`src/rtl/core/audio_fade_track_switcher_unit_defines.svh`:
```
// assertion macros shared by the fade and track-switch rtl
// no dependencies; included by modules that carry concurrent checks
`ifndef AUDIO_FADE_TRACK_SWITCHER_UNIT_DEFINES_SVH
`define AUDIO_FADE_TRACK_SWITCHER_UNIT_DEFINES_SVH

// same-cycle implication, disabled while reset is asserted
`define AFTS_ASSERT_NOW(lbl, clk, rstn, ante, cons, msg) \
  lbl: assert property (@(posedge clk) disable iff (!rstn) (ante) |-> (cons)) \
    else $error(msg);

// next-cycle implication, disabled while reset is asserted
`define AFTS_ASSERT_NEXT(lbl, clk, rstn, ante, cons, msg) \
  lbl: assert property (@(posedge clk) disable iff (!rstn) (ante) |=> (cons)) \
    else $error(msg);

`endif

```
`src/rtl/core/afts_pkg.sv`:
```
// constants and codes for the fade and track-switch controller
// no dependencies; imported by afts_if and audio_fade_track_switcher_unit
package afts_pkg;

  localparam int unsigned Q_W       = 17;   // unsigned q1.16 width
  localparam int unsigned FRAC_BITS = 16;
  localparam int unsigned CFG_IDX_W = 2;
  localparam int unsigned CFG_DATA_W = 17;
  localparam int unsigned OP_W      = 2;
  localparam int unsigned MODE_W    = 2;

  localparam logic [Q_W-1:0] UNITY       = 17'h10000;
  localparam logic [Q_W-1:0] VOLUME_RST  = 17'h10000;
  localparam logic [Q_W-1:0] STEP_RST    = 17'd1092;

  localparam logic [OP_W-1:0] OP_TICK    = 2'd0;
  localparam logic [OP_W-1:0] OP_REQUEST = 2'd1;
  localparam logic [OP_W-1:0] OP_SAMPLE  = 2'd2;

  localparam logic [MODE_W-1:0] MODE_STOPPED  = 2'd0;
  localparam logic [MODE_W-1:0] MODE_FADE_IN  = 2'd1;
  localparam logic [MODE_W-1:0] MODE_PLAYING  = 2'd2;
  localparam logic [MODE_W-1:0] MODE_FADE_OUT = 2'd3;

  localparam logic [CFG_IDX_W-1:0] CFG_VOLUME    = 2'd0;
  localparam logic [CFG_IDX_W-1:0] CFG_FADE_STEP = 2'd1;
  localparam logic [CFG_IDX_W-1:0] CFG_MUTE      = 2'd2;

endpackage

```
`src/rtl/core/afts_if.sv`:
```
// valid/ready channel interfaces for input items and result items
// depends on afts_pkg
interface afts_in_if
  import afts_pkg::*;
#(
  parameter int unsigned TRACK_BITS  = 4,
  parameter int unsigned SAMPLE_BITS = 16
);
  logic                          valid;
  logic                          ready;
  logic [OP_W-1:0]               opcode;
  logic [TRACK_BITS-1:0]         track_id;
  logic signed [SAMPLE_BITS-1:0] left_in;
  logic signed [SAMPLE_BITS-1:0] right_in;

  modport source (output valid, opcode, track_id, left_in, right_in, input ready);
  modport sink (input valid, opcode, track_id, left_in, right_in, output ready);
endinterface

interface afts_out_if
  import afts_pkg::*;
#(
  parameter int unsigned TRACK_BITS  = 4,
  parameter int unsigned SAMPLE_BITS = 16
);
  logic                          valid;
  logic                          ready;
  logic                          sample_valid;
  logic signed [SAMPLE_BITS-1:0] left_out;
  logic signed [SAMPLE_BITS-1:0] right_out;
  logic                          load_request;
  logic [TRACK_BITS-1:0]         load_track;
  logic                          flush;
  logic [MODE_W-1:0]             play_state;
  logic [Q_W-1:0]                fade_level;
  logic [TRACK_BITS-1:0]         current_track;

  modport source (output valid, sample_valid, left_out, right_out, load_request,
                  load_track, flush, play_state, fade_level, current_track,
                  input ready);
  modport sink (input valid, sample_valid, left_out, right_out, load_request,
                load_track, flush, play_state, fade_level, current_track,
                output ready);
endinterface

```
`src/rtl/core/audio_fade_track_switcher_unit.sv`:
```
// top level of the fade and track-switch controller for stereo audio
// depends on afts_pkg, afts_if (afts_in_if, afts_out_if), afts_serial_mul
//
//  channel   direction  transaction
//  in_i      sink       tick, track request or stereo sample pair
//  out_o     source     one status/sample result per input transaction
//  cfg_*     write      volume, fade_step, mute
//
// ticks, track requests, ignored opcodes and samples while stopped or muted
// load the result register at the accept edge
// a sample pair while playing and unmuted runs from accept to result through the gain
// multiplier, the left and right scalers, their done pulses and the hold state
// a result waits in the output register; a stalled output blocks new input
// reset is asynchronous active low and leaves the block stopped, fade zero
`include "audio_fade_track_switcher_unit_defines.svh"

module audio_fade_track_switcher_unit
  import afts_pkg::*;
#(
  parameter int unsigned TRACK_BITS  = 4,
  parameter int unsigned SAMPLE_BITS = 16
) (
  input  logic                  clk_i,
  input  logic                  rst_ni,
  input  logic                  cfg_we_i,
  input  logic [CFG_IDX_W-1:0]  cfg_idx_i,
  input  logic [CFG_DATA_W-1:0] cfg_data_i,
  afts_in_if.sink               in_i,
  afts_out_if.source            out_o
);

  localparam logic [1:0] ST_IDLE  = 2'd0;
  localparam logic [1:0] ST_GAIN  = 2'd1;
  localparam logic [1:0] ST_SCALE = 2'd2;
  localparam logic [1:0] ST_HOLD  = 2'd3;

  localparam int unsigned PW = Q_W + SAMPLE_BITS;

  // configuration
  logic [Q_W-1:0] volume_q, fade_step_q;
  logic           mute_q;

  always_ff @(posedge clk_i or negedge rst_ni) begin
    if (!rst_ni) begin
      volume_q    <= VOLUME_RST;
      fade_step_q <= STEP_RST;
      mute_q      <= 1'b0;
    end else if (cfg_we_i) begin
      case (cfg_idx_i)
        CFG_VOLUME:    volume_q    <= cfg_data_i[Q_W-1:0];
        CFG_FADE_STEP: fade_step_q <= cfg_data_i[Q_W-1:0];
        CFG_MUTE:      mute_q      <= cfg_data_i[0];
        default: ;
      endcase
    end
  end

  // player state
  logic [MODE_W-1:0]     mode_q, mode_d;
  logic [Q_W-1:0]        fade_q, fade_d;
  logic                  playing_q, playing_d;
  logic [TRACK_BITS-1:0] now_q, now_d, wanted_q, wanted_d;
  logic                  load_req;
  logic [TRACK_BITS-1:0] load_trk;
  logic                  flush;

  logic [1:0] state_q, state_d;
  logic       out_valid_q;
  logic       out_free, in_acc, sample_go, load_ctl, load_smp;

  logic [Q_W-1:0] step, vol_clamp, fade_dec;
  logic [Q_W:0]   fade_sum;

  assign step      = (fade_step_q > UNITY) ? UNITY : fade_step_q;
  assign vol_clamp = (volume_q > UNITY) ? UNITY : volume_q;
  assign fade_sum  = {1'b0, fade_q} + {1'b0, step};
  assign fade_dec  = (fade_q > step) ? (fade_q - step) : '0;

  always_comb begin
    mode_d    = mode_q;
    fade_d    = fade_q;
    playing_d = playing_q;
    now_d     = now_q;
    wanted_d  = wanted_q;
    load_req  = 1'b0;
    load_trk  = '0;
    flush     = 1'b0;
    case (in_i.opcode)
      OP_TICK: begin
        if (mode_q == MODE_FADE_IN) begin
          if (fade_sum >= {1'b0, UNITY}) begin
            fade_d = UNITY;
            mode_d = MODE_PLAYING;
          end else begin
            fade_d = fade_sum[Q_W-1:0];
          end
        end else if (mode_q == MODE_FADE_OUT) begin
          fade_d = fade_dec;
          if (fade_dec == '0) begin
            playing_d = 1'b0;
            mode_d    = MODE_STOPPED;
            flush     = 1'b1;
            now_d     = '0;
            // queued track starts right away from silence
            if (wanted_q != '0) begin
              load_req  = 1'b1;
              load_trk  = wanted_q;
              now_d     = wanted_q;
              playing_d = 1'b1;
              fade_d    = '0;
              mode_d    = MODE_FADE_IN;
            end
          end
        end
      end
      OP_REQUEST: begin
        if (in_i.track_id != wanted_q) begin
          wanted_d = in_i.track_id;
          if (in_i.track_id == now_q) begin
            if (mode_q == MODE_FADE_OUT) begin
              mode_d = MODE_FADE_IN;
            end
          end else if (now_q == '0) begin
            load_req = 1'b1;
            load_trk = in_i.track_id;
            now_d    = in_i.track_id;
            if (playing_q) begin
              if (mode_q == MODE_FADE_OUT) begin
                mode_d = MODE_FADE_IN;
              end
            end else begin
              playing_d = 1'b1;
              fade_d    = '0;
              mode_d    = MODE_FADE_IN;
            end
          end else begin
            mode_d = MODE_FADE_OUT;
          end
        end
      end
      default: ;
    endcase
  end

  assign out_free  = !out_valid_q || out_o.ready;
  assign in_acc    = in_i.valid && in_i.ready;
  assign sample_go = (in_i.opcode == OP_SAMPLE) && playing_q && !mute_q;
  assign load_ctl  = in_acc && !sample_go;
  assign load_smp  = (state_q == ST_HOLD) && out_free;

  assign in_i.ready = (state_q == ST_IDLE) && out_free;

  always_ff @(posedge clk_i or negedge rst_ni) begin
    if (!rst_ni) begin
      mode_q    <= MODE_STOPPED;
      fade_q    <= '0;
      playing_q <= 1'b0;
      now_q     <= '0;
      wanted_q  <= '0;
    end else if (in_acc) begin
      mode_q    <= mode_d;
      fade_q    <= fade_d;
      playing_q <= playing_d;
      now_q     <= now_d;
      wanted_q  <= wanted_d;
    end
  end

  // sample magnitudes, scaled bit-serially and re-signed at the end
  logic [SAMPLE_BITS-1:0] l_mag_q, r_mag_q;
  logic                   l_neg_q, r_neg_q;

  always_ff @(posedge clk_i) begin
    if (in_acc && sample_go) begin
      l_neg_q <= in_i.left_in[SAMPLE_BITS-1];
      r_neg_q <= in_i.right_in[SAMPLE_BITS-1];
      l_mag_q <= in_i.left_in[SAMPLE_BITS-1] ? (-in_i.left_in) : in_i.left_in;
      r_mag_q <= in_i.right_in[SAMPLE_BITS-1] ? (-in_i.right_in) : in_i.right_in;
    end
  end

  logic            gain_done, l_done, r_done;
  logic [2*Q_W-1:0] gain_prod;
  logic [Q_W-1:0]  gain;
  logic [PW-1:0]   l_prod, r_prod;

  assign gain = gain_prod[FRAC_BITS +: Q_W];

  afts_serial_mul #(.AW(Q_W), .BW(Q_W)) u_gain_mul (
    .clk_i   (clk_i),
    .rst_ni  (rst_ni),
    .start_i (in_acc && sample_go),
    .a_i     (vol_clamp),
    .b_i     (fade_q),
    .done_o  (gain_done),
    .prod_o  (gain_prod)
  );

  afts_serial_mul #(.AW(Q_W), .BW(SAMPLE_BITS)) u_left_mul (
    .clk_i   (clk_i),
    .rst_ni  (rst_ni),
    .start_i (gain_done),
    .a_i     (gain),
    .b_i     (l_mag_q),
    .done_o  (l_done),
    .prod_o  (l_prod)
  );

  afts_serial_mul #(.AW(Q_W), .BW(SAMPLE_BITS)) u_right_mul (
    .clk_i   (clk_i),
    .rst_ni  (rst_ni),
    .start_i (gain_done),
    .a_i     (gain),
    .b_i     (r_mag_q),
    .done_o  (r_done),
    .prod_o  (r_prod)
  );

  logic [SAMPLE_BITS-1:0] l_res_mag, r_res_mag, l_res, r_res;

  // gain never exceeds unity, so the magnitude fits the sample width
  assign l_res_mag = l_prod[FRAC_BITS +: SAMPLE_BITS];
  assign r_res_mag = r_prod[FRAC_BITS +: SAMPLE_BITS];
  assign l_res     = l_neg_q ? (-l_res_mag) : l_res_mag;
  assign r_res     = r_neg_q ? (-r_res_mag) : r_res_mag;

  always_comb begin
    state_d = state_q;
    case (state_q)
      ST_IDLE:  if (in_acc && sample_go) state_d = ST_GAIN;
      ST_GAIN:  if (gain_done) state_d = ST_SCALE;
      ST_SCALE: if (l_done && r_done) state_d = ST_HOLD;
      ST_HOLD:  if (out_free) state_d = ST_IDLE;
      default:  state_d = ST_IDLE;
    endcase
  end

  always_ff @(posedge clk_i or negedge rst_ni) begin
    if (!rst_ni) begin
      state_q     <= ST_IDLE;
      out_valid_q <= 1'b0;
    end else begin
      state_q <= state_d;
      if (load_ctl || load_smp) begin
        out_valid_q <= 1'b1;
      end else if (out_o.ready) begin
        out_valid_q <= 1'b0;
      end
    end
  end

  // result register
  logic                   o_svalid_q, o_load_q, o_flush_q;
  logic [SAMPLE_BITS-1:0] o_left_q, o_right_q;
  logic [TRACK_BITS-1:0]  o_ltrk_q, o_track_q;
  logic [MODE_W-1:0]      o_mode_q;
  logic [Q_W-1:0]         o_fade_q;

  always_ff @(posedge clk_i) begin
    if (load_ctl) begin
      o_svalid_q <= 1'b0;
      o_left_q   <= '0;
      o_right_q  <= '0;
      o_load_q   <= load_req;
      o_ltrk_q   <= load_trk;
      o_flush_q  <= flush;
      o_mode_q   <= mode_d;
      o_fade_q   <= fade_d;
      o_track_q  <= now_d;
    end else if (load_smp) begin
      o_svalid_q <= 1'b1;
      o_left_q   <= l_res;
      o_right_q  <= r_res;
      o_load_q   <= 1'b0;
      o_ltrk_q   <= '0;
      o_flush_q  <= 1'b0;
      o_mode_q   <= mode_q;
      o_fade_q   <= fade_q;
      o_track_q  <= now_q;
    end
  end

  assign out_o.valid         = out_valid_q;
  assign out_o.sample_valid  = o_svalid_q;
  assign out_o.left_out      = o_left_q;
  assign out_o.right_out     = o_right_q;
  assign out_o.load_request  = o_load_q;
  assign out_o.load_track    = o_ltrk_q;
  assign out_o.flush         = o_flush_q;
  assign out_o.play_state    = o_mode_q;
  assign out_o.fade_level    = o_fade_q;
  assign out_o.current_track = o_track_q;

  `AFTS_ASSERT_NOW(a_fade_range, clk_i, rst_ni, 1'b1, fade_q <= UNITY,
                   "fade level above unity")
  `AFTS_ASSERT_NOW(a_stopped_idle, clk_i, rst_ni, 1'b1,
                   (mode_q == MODE_STOPPED) == !playing_q,
                   "stopped mode and playing flag disagree")
  `AFTS_ASSERT_NOW(a_unused_zero, clk_i, rst_ni, out_valid_q && !o_svalid_q,
                   o_left_q == '0 && o_right_q == '0,
                   "sample fields not cleared on a non-sample result")
  `AFTS_ASSERT_NOW(a_ready_idle, clk_i, rst_ni, in_i.ready, state_q == ST_IDLE,
                   "input taken while a sample is in flight")

endmodule

```
`src/rtl/core/afts_serial_mul.sv`:
```
// bit-serial unsigned shift-add multiplier, one multiplier bit per cycle
// depends on the assertion macro header
`include "audio_fade_track_switcher_unit_defines.svh"

module afts_serial_mul #(
  parameter int unsigned AW = 17,
  parameter int unsigned BW = 17
) (
  input  logic             clk_i,
  input  logic             rst_ni,
  input  logic             start_i,
  input  logic [AW-1:0]    a_i,
  input  logic [BW-1:0]    b_i,
  output logic             done_o,
  output logic [AW+BW-1:0] prod_o
);

  localparam int unsigned CW = $clog2(BW + 1);

  logic [AW-1:0]    a_q;
  logic [AW+BW-1:0] prod_q, prod_d;
  logic [CW-1:0]    cnt_q, cnt_d;
  logic             busy_q, busy_d;
  logic             done_q, done_d;
  logic [AW:0]      sum;

  // upper half accumulates, lower half shifts the multiplier bits out
  assign sum = {1'b0, prod_q[AW+BW-1:BW]} + (prod_q[0] ? {1'b0, a_q} : '0);

  always_comb begin
    prod_d = prod_q;
    cnt_d  = cnt_q;
    busy_d = busy_q;
    done_d = 1'b0;
    if (start_i) begin
      prod_d = {{AW{1'b0}}, b_i};
      cnt_d  = CW'(BW);
      busy_d = 1'b1;
    end else if (busy_q) begin
      prod_d = {sum, prod_q[BW-1:1]};
      cnt_d  = cnt_q - CW'(1);
      if (cnt_q == CW'(1)) begin
        busy_d = 1'b0;
        done_d = 1'b1;
      end
    end
  end

  always_ff @(posedge clk_i or negedge rst_ni) begin
    if (!rst_ni) begin
      busy_q <= 1'b0;
      done_q <= 1'b0;
      cnt_q  <= '0;
    end else begin
      busy_q <= busy_d;
      done_q <= done_d;
      cnt_q  <= cnt_d;
    end
  end

  always_ff @(posedge clk_i) begin
    if (start_i) begin
      a_q <= a_i;
    end
    prod_q <= prod_d;
  end

  assign done_o = done_q;
  assign prod_o = prod_q;

  `AFTS_ASSERT_NOW(a_mul_start_idle, clk_i, rst_ni, start_i, !busy_q,
                   "multiplier started while busy")
  `AFTS_ASSERT_NEXT(a_mul_last_step, clk_i, rst_ni, busy_q && !start_i && cnt_q == CW'(1),
                    done_q && !busy_q, "multiplier missed its done pulse")
  `AFTS_ASSERT_NEXT(a_mul_done_pulse, clk_i, rst_ni, done_q && !start_i, !done_q,
                    "multiplier done held longer than one cycle")

endmodule
```
`src/flat_wrapper.sv`:
```
// flat-port wrapper written by rule: the top's interface ports become plain ports
module audio_fade_track_switcher_unit_flat import afts_pkg::*;
#(
  parameter int unsigned TRACK_BITS  = 4,
  parameter int unsigned SAMPLE_BITS = 16
)
  (clk_i, rst_ni, cfg_we_i, cfg_idx_i, cfg_data_i, in_i_valid, in_i_opcode, in_i_track_id, in_i_left_in, in_i_right_in, in_i_ready, out_o_valid, out_o_sample_valid, out_o_left_out, out_o_right_out, out_o_load_request, out_o_load_track, out_o_flush, out_o_play_state, out_o_fade_level, out_o_current_track, out_o_ready);
  afts_in_if #(.TRACK_BITS(TRACK_BITS), .SAMPLE_BITS(SAMPLE_BITS)) in_i_i ();
  afts_out_if #(.TRACK_BITS(TRACK_BITS), .SAMPLE_BITS(SAMPLE_BITS)) out_o_i ();
  input  logic clk_i;
  input  logic rst_ni;
  input  logic cfg_we_i;
  input  logic [CFG_IDX_W-1:0] cfg_idx_i;
  input  logic [CFG_DATA_W-1:0] cfg_data_i;
  input wire logic [$bits(in_i_i.valid)-1:0] in_i_valid;
  input wire logic [$bits(in_i_i.opcode)-1:0] in_i_opcode;
  input wire logic [$bits(in_i_i.track_id)-1:0] in_i_track_id;
  input wire logic [$bits(in_i_i.left_in)-1:0] in_i_left_in;
  input wire logic [$bits(in_i_i.right_in)-1:0] in_i_right_in;
  output wire logic [$bits(in_i_i.ready)-1:0] in_i_ready;
  output wire logic [$bits(out_o_i.valid)-1:0] out_o_valid;
  output wire logic [$bits(out_o_i.sample_valid)-1:0] out_o_sample_valid;
  output wire logic [$bits(out_o_i.left_out)-1:0] out_o_left_out;
  output wire logic [$bits(out_o_i.right_out)-1:0] out_o_right_out;
  output wire logic [$bits(out_o_i.load_request)-1:0] out_o_load_request;
  output wire logic [$bits(out_o_i.load_track)-1:0] out_o_load_track;
  output wire logic [$bits(out_o_i.flush)-1:0] out_o_flush;
  output wire logic [$bits(out_o_i.play_state)-1:0] out_o_play_state;
  output wire logic [$bits(out_o_i.fade_level)-1:0] out_o_fade_level;
  output wire logic [$bits(out_o_i.current_track)-1:0] out_o_current_track;
  input wire logic [$bits(out_o_i.ready)-1:0] out_o_ready;
  assign in_i_i.valid = in_i_valid;
  assign in_i_i.opcode = in_i_opcode;
  assign in_i_i.track_id = in_i_track_id;
  assign in_i_i.left_in = in_i_left_in;
  assign in_i_i.right_in = in_i_right_in;
  assign in_i_ready = in_i_i.ready;
  assign out_o_valid = out_o_i.valid;
  assign out_o_sample_valid = out_o_i.sample_valid;
  assign out_o_left_out = out_o_i.left_out;
  assign out_o_right_out = out_o_i.right_out;
  assign out_o_load_request = out_o_i.load_request;
  assign out_o_load_track = out_o_i.load_track;
  assign out_o_flush = out_o_i.flush;
  assign out_o_play_state = out_o_i.play_state;
  assign out_o_fade_level = out_o_i.fade_level;
  assign out_o_current_track = out_o_i.current_track;
  assign out_o_i.ready = out_o_ready;
  audio_fade_track_switcher_unit #(.TRACK_BITS(TRACK_BITS), .SAMPLE_BITS(SAMPLE_BITS)) u_core (.clk_i(clk_i), .rst_ni(rst_ni), .cfg_we_i(cfg_we_i), .cfg_idx_i(cfg_idx_i), .cfg_data_i(cfg_data_i), .in_i(in_i_i), .out_o(out_o_i));
endmodule
```
`config.mk`:
```
export PLATFORM = sky130hd
export DESIGN_NAME = audio_fade_track_switcher_unit_flat
export DESIGN_NICKNAME = d
export VERILOG_FILES = /design/src/rtl/core/afts_pkg.sv /design/src/rtl/core/afts_if.sv /design/src/rtl/core/audio_fade_track_switcher_unit.sv /design/src/rtl/core/afts_serial_mul.sv /design/src/flat_wrapper.sv
export VERILOG_INCLUDE_DIRS = /design/src /design/src/rtl/core
export SDC_FILE = /design/constraint.sdc
export NUM_CORES = 1
export LEC_CHECK = 0
export ABC_AREA = 1
export BUFFER_PORTS_ARGS = -buffer_cell sky130_fd_sc_hd__buf_2
export CORE_AREA = 2 2 181 183
export CTS_BUF_LIST = sky130_fd_sc_hd__clkbuf_4 sky130_fd_sc_hd__clkbuf_8
export CTS_CLUSTER_DIAMETER = 120
export DETAILED_ROUTE_END_ITERATION = 10
export DIE_AREA = 0 0 183 185
export GPL_TIMING_DRIVEN = 0
export HOLD_SLACK_MARGIN = 0.05
export PLACE_DENSITY = 0.8
export SLEW_MARGIN = 25
export SYNTH_ARGS = -nofsm -noshare
export SYNTH_HDL_FRONTEND = slang
export SYNTH_SLANG_ARGS = --single-unit
export TNS_END_PERCENT = 100
```
`constraint.sdc`:
```
create_clock -name clk_i -period 4.4 [get_ports clk_i]
set_clock_uncertainty 0.1 [all_clocks]
set_input_delay 0.22 -clock clk_i [delete_from_list [all_inputs] [get_ports clk_i]]
set_output_delay 0.22 -clock clk_i [all_outputs]
set_load 0.02 [all_outputs]
```
==> results.tsv <==
stage	metric	value	unit
synthesis	synthesized instance count	2370	
setup_path	critical path's most frequent cell	nand2_1	
placed_design	# port buffers	125	
setup_path	Buf/Inv on CP	8	
sta	Setup Total Neg Slack	0	ns
setup_path	FF-to-FF End	u_core.out_o.play_state[1]$_DFFE_PP_	
synthesis	post-synth cell types	61	
synthesis	Syn. warnings	0	
drt	Iteration-0 DRC Markers	1312	
drt	DR vias/cell	5.53	
die	FP Rows	66	
flow_run	# Max-Cap Violations	0	
global_route	M3 GR Usage	4.19	%
setup_path	required time of the critical path	4.65	ns
global_route	GR Overflow Total	0	
placed_design	RePlAce Congestion	0.996	
sta	final setup margin	0.0679	ns
setup_path	Startpoint Class	register	
clocking	Clock Path Buffers	3	
global_route	vias in the first global route	16427	
setup_path	kind of end point of the critical path	register	
global_route	GR Util All Layers	30.0	%
sta	crit path time final	4.33	ns
setup_path	r2r worst-path depth	25	
clocking	CTS clock-pin slew for the worst setup and hold paths	0.06	ns
cells_and_area	finished layout cell area	22100	sq um
clocking	CTS tree	yes	
global_route	GR Util met1	36.7	%
synthesis	main combinational cell family by area after synthesis	simple AND/OR/NAND/NOR gates	
setup_path	CP max stage cell	dfrtp_1	
die	die area	33900	sq um
placed_design	pre-CTS setup slack	-0.240	ns
synthesis	syn_area_per_cell	7.85	sq um
global_route	antenna violations before repair	0	
sta	Hold Vio Cnt, Final	0	
die	Initial Util	58.1	%
cells_and_area	ant diodes	0	
sta	Worst-Margin Slew	0.939	ns
synthesis	multiplexer share of the synthesized area	0.121	%
die	I/O Pins	126	
global_route	GRT Max-Usage Layer	met2	
cells_and_area	final net count	2817	
drt	vias	17138	
cells_and_area	share of post-route cells with drive strength above 1	12.3	%
setup_path	critical path startpoint	u_core.fade_step_q[7]$_DFFE_PN0P_	
placed_design	Post-Place Cell Area	19800	sq um
clocking	CTS root buffer	clkbuf_8	
drt	Wirelength per Cell	16.7	um
pwr	Max VDD drop	0.000438	V
synthesis	xor/xnor share of the synthesized area	3.96	%
setup_path	cell family with most CP delay	simple AND/OR/NAND/NOR gates	
drt	post-route antenna net violation count	0	
clocking	Num CTS Buffers	53	
sta	Slew Viols, Final	0	
die	Core ar.	32000	sq um
cells_and_area	Area Overhead vs Synth	18.8	%
synthesis	post-synthesis cell area	18600	sq um
sta	Max Fclk	231	MHz
pwr	leak pwr	0.0108	uW
placed_design	dpl hpwl	37300	um
run_status	status	completed	
global_route	global-route met2 utilization	51.8	%
clocking	Clock H-tree levels	2	
sta	part of the cycle the worst path needs	98.5	%
setup_path	crit-path max FO	10	
drt	total detailed-routing wirelength	51800	um
synthesis	Seq/Total Area, Yosys	44.3	%
setup_path	end point of the critical path	u_core.out_o.play_state[1]$_DFFE_PP_	
setup_path	critical path class	reg2reg	
synthesis	flip-flop and latch count after synthesis	317	
synthesis	post-synthesis adder-cell area fraction	7.40	%
setup_path	Max stage delay on crit path	0.42	ns
synthesis	Simple-Gate Fraction of Synth Area	22.2	%
sta	Setup violations, final	0	
sta	Relative slew margins	37.2	%
clocking	CTS sink count	317	
clocking	Worst-Skew Late Latency	0.61	ns
die	chip width	183	um
drt	DRC errors left	0	
global_route	pin count of the biggest net entering global routing	70	
global_route	first-pass GRT wire length	80900	um
setup_path	R2R setup slack	0.07	ns
hold_path	Hold Path Class	in2reg	
synthesis	Synth Area in Compound Gates	12.9	%
setup_path	CP arrival	4.59	ns
die	Vert. Die Dim	185	um
synthesis	post-synth net total	2539	
pwr	power per cell area	748	nW/um^2
drt	1st-pass router iterations	7	
setup_path	Worst R2R Start	u_core.fade_step_q[7]$_DFFE_PN0P_	
setup_path	WP depth	25	
-- report_power, final --
group	switching (uW)	internal [uW]	leakage, uW
registers	841	4450	0.00315
clock network	1240	1630	0.000630
logic	5420	2960	0.00699
total	7510	9040	0.0108
-- worst register-to-register path: cells and delay by family (launching register included) --
| family | cells | cell delay, ns |
|---|---|---|
| flip-flops | 1 | 0.42 |
| AND/OR/NAND/NOR | 14 | 2.16 |
| AO/OA/AOI/OAI | 2 | 0.11 |
| buffers and inverters | 8 | 1.03 |
| adder cells (fa/ha/maj) | 1 | 0.27 |
-- worst min path at each step --
stage                      from                                      to  slack [ns]  cells after the start
2_1_floorplan            rst_ni            u_core.fade_q[0]$_DFFE_PN0P_       -0.18                      0
3_3_place_gp   in_i_left_in[15]                u_core.l_neg_q$_DFFE_PP_        0.32                      1
3_5_place_dp             rst_ni  u_core.u_left_mul.cnt_q[0]$_DFFE_PN0P_       -0.01                      1
4_1_cts              in_i_valid             u_core.now_q[2]$_DFFE_PN0P_        0.12                      4
5_1_grt                  rst_ni  u_core.u_gain_mul.cnt_q[0]$_DFFE_PN0P_        0.19                      3
6_report             in_i_valid             u_core.now_q[2]$_DFFE_PN0P_        0.14                      4
-- sequential cells by signal, summed over array words and instances, names as in the netlist, 17 cells and up --
| name | cells |
|---|---|
| u_core.u_gain_mul.prod_o | 34 |
| u_core.volume_q | 17 |
| u_core.u_left_mul.a_q | 17 |
| u_core.fade_q | 17 |
| u_core.u_right_mul.prod_o | 33 |
| u_core.u_left_mul.prod_o | 33 |
| u_core.out_o.fade_level | 17 |
| u_core.u_gain_mul.a_q | 17 |
| u_core.fade_step_q | 17 |
-- kinds of logic after synthesis --
group / after synthesis
AND/OR/NAND/NOR: 1005
buffers and inverters: 437
AO/OA/AOI/OAI: 418
flip-flops: 317
adder cells (fa/ha/maj): 107
XOR/XNOR: 84
multiplexers: 2
-- layout make-up --
cell class | instances | area, sq um
plain buffers | 65 | 288
fillers | 2617 | 9930
multi-input cells | 1616 | 8870
repair buffers | 223 | 1620
flip-flops and latches | 317 | 8250
well taps | 408 | 510
inverters | 372 | 1400
clock buffers | 82 | 997
clock inverters | 17 | 178
-- layer usage --
layer	share of wire (%)	routed length [um]
met1	41	21100
met2	48	25000
met3	6.0	3100
met4	5.1	2630
met5	0	0
-- Yosys cell counts (all sizes together) --
master / count / share of area, %
o21ai: 181 / 5.0
o21bai: 2 / 0.081
clkinv: 7 / 0.14
xor2: 56 / 2.6
and2: 1 / 0.034
o22ai: 33 / 1.1
o311ai: 2 / 0.094
nor4b: 1 / 0.047
a21boi: 2 / 0.081
o221ai: 22 / 1.0
ha: 102 / 6.9
a32o: 4 / 0.22
nor3b: 4 / 0.16
o221a: 1 / 0.061
inv: 365 / 7.4
nor3: 47 / 1.4
nand3b: 2 / 0.081
a311oi: 1 / 0.047
nand3: 76 / 2.2
or2: 9 / 0.30
o21a: 2 / 0.081
buf: 11 / 0.41
a221oi: 1 / 0.047
a31oi: 12 / 0.40
edfxtp: 146 / 24
dfxtp: 84 / 9.0
o31ai: 8 / 0.32
xnor2: 28 / 1.3
a21oi: 123 / 3.4
dfstp: 4 / 0.57
o211a: 1 / 0.054
o211ai: 12 / 0.48
clkbuf: 54 / 1.1
mux2: 2 / 0.12
nand4: 16 / 0.54
nand2: 651 / 13
nor2: 182 / 3.7
fa: 5 / 0.54
o2111ai: 1 / 0.047
a22oi: 5 / 0.20
a21o: 2 / 0.081
dfrtp: 83 / 11
nor4: 16 / 0.54
a32oi: 3 / 0.14
-- repair_timing --
| item | 4_1_cts | 5_1_grt |
|---|---|---|
| hold buffers | 80 | 0 |
| buffers inserted | 0 | 16 |
| endpoints found under the setup margin | 35 | 46 |
| resized for setup | 10 | 47 |
| pin swaps | 0 | 14 |
| hold endpoints to repair | 170 | 0 |
-- layout by cell type (no fill, tap or decap), types with 43 or more instances in the layout --
cell,n
edfxtp_1,146
buf_2,127
dfxtp_1,84
ha_1,100
xor2_1,56
a21oi_1,120
dlygate4sd3_1,80
nor3_1,43
dfrtp_1,83
clkbuf_8,61
nor2_1,170
inv_1,361
clkbuf_1,51
o21ai_0,171
nand2_1,629
nand3_1,71
-- metrics by stage --
step | total power, uW | hold WS (ns) | utilization, % | cells
2_1_floorplan | 10800 | -0.176 | - | 2370
3_3_place_gp | 12900 | 0.316 | 61.6 | 2903
3_5_place_dp | 13100 | -0.0144 | 61.8 | 2905
4_1_cts | 16100 | 0.120 | 68.1 | 3084
5_1_grt | 17800 | 0.187 | 69.0 | 3100
6_report | 16500 | 0.136 | 69.0 | 3100
Power figures use the tool's default switching activity.
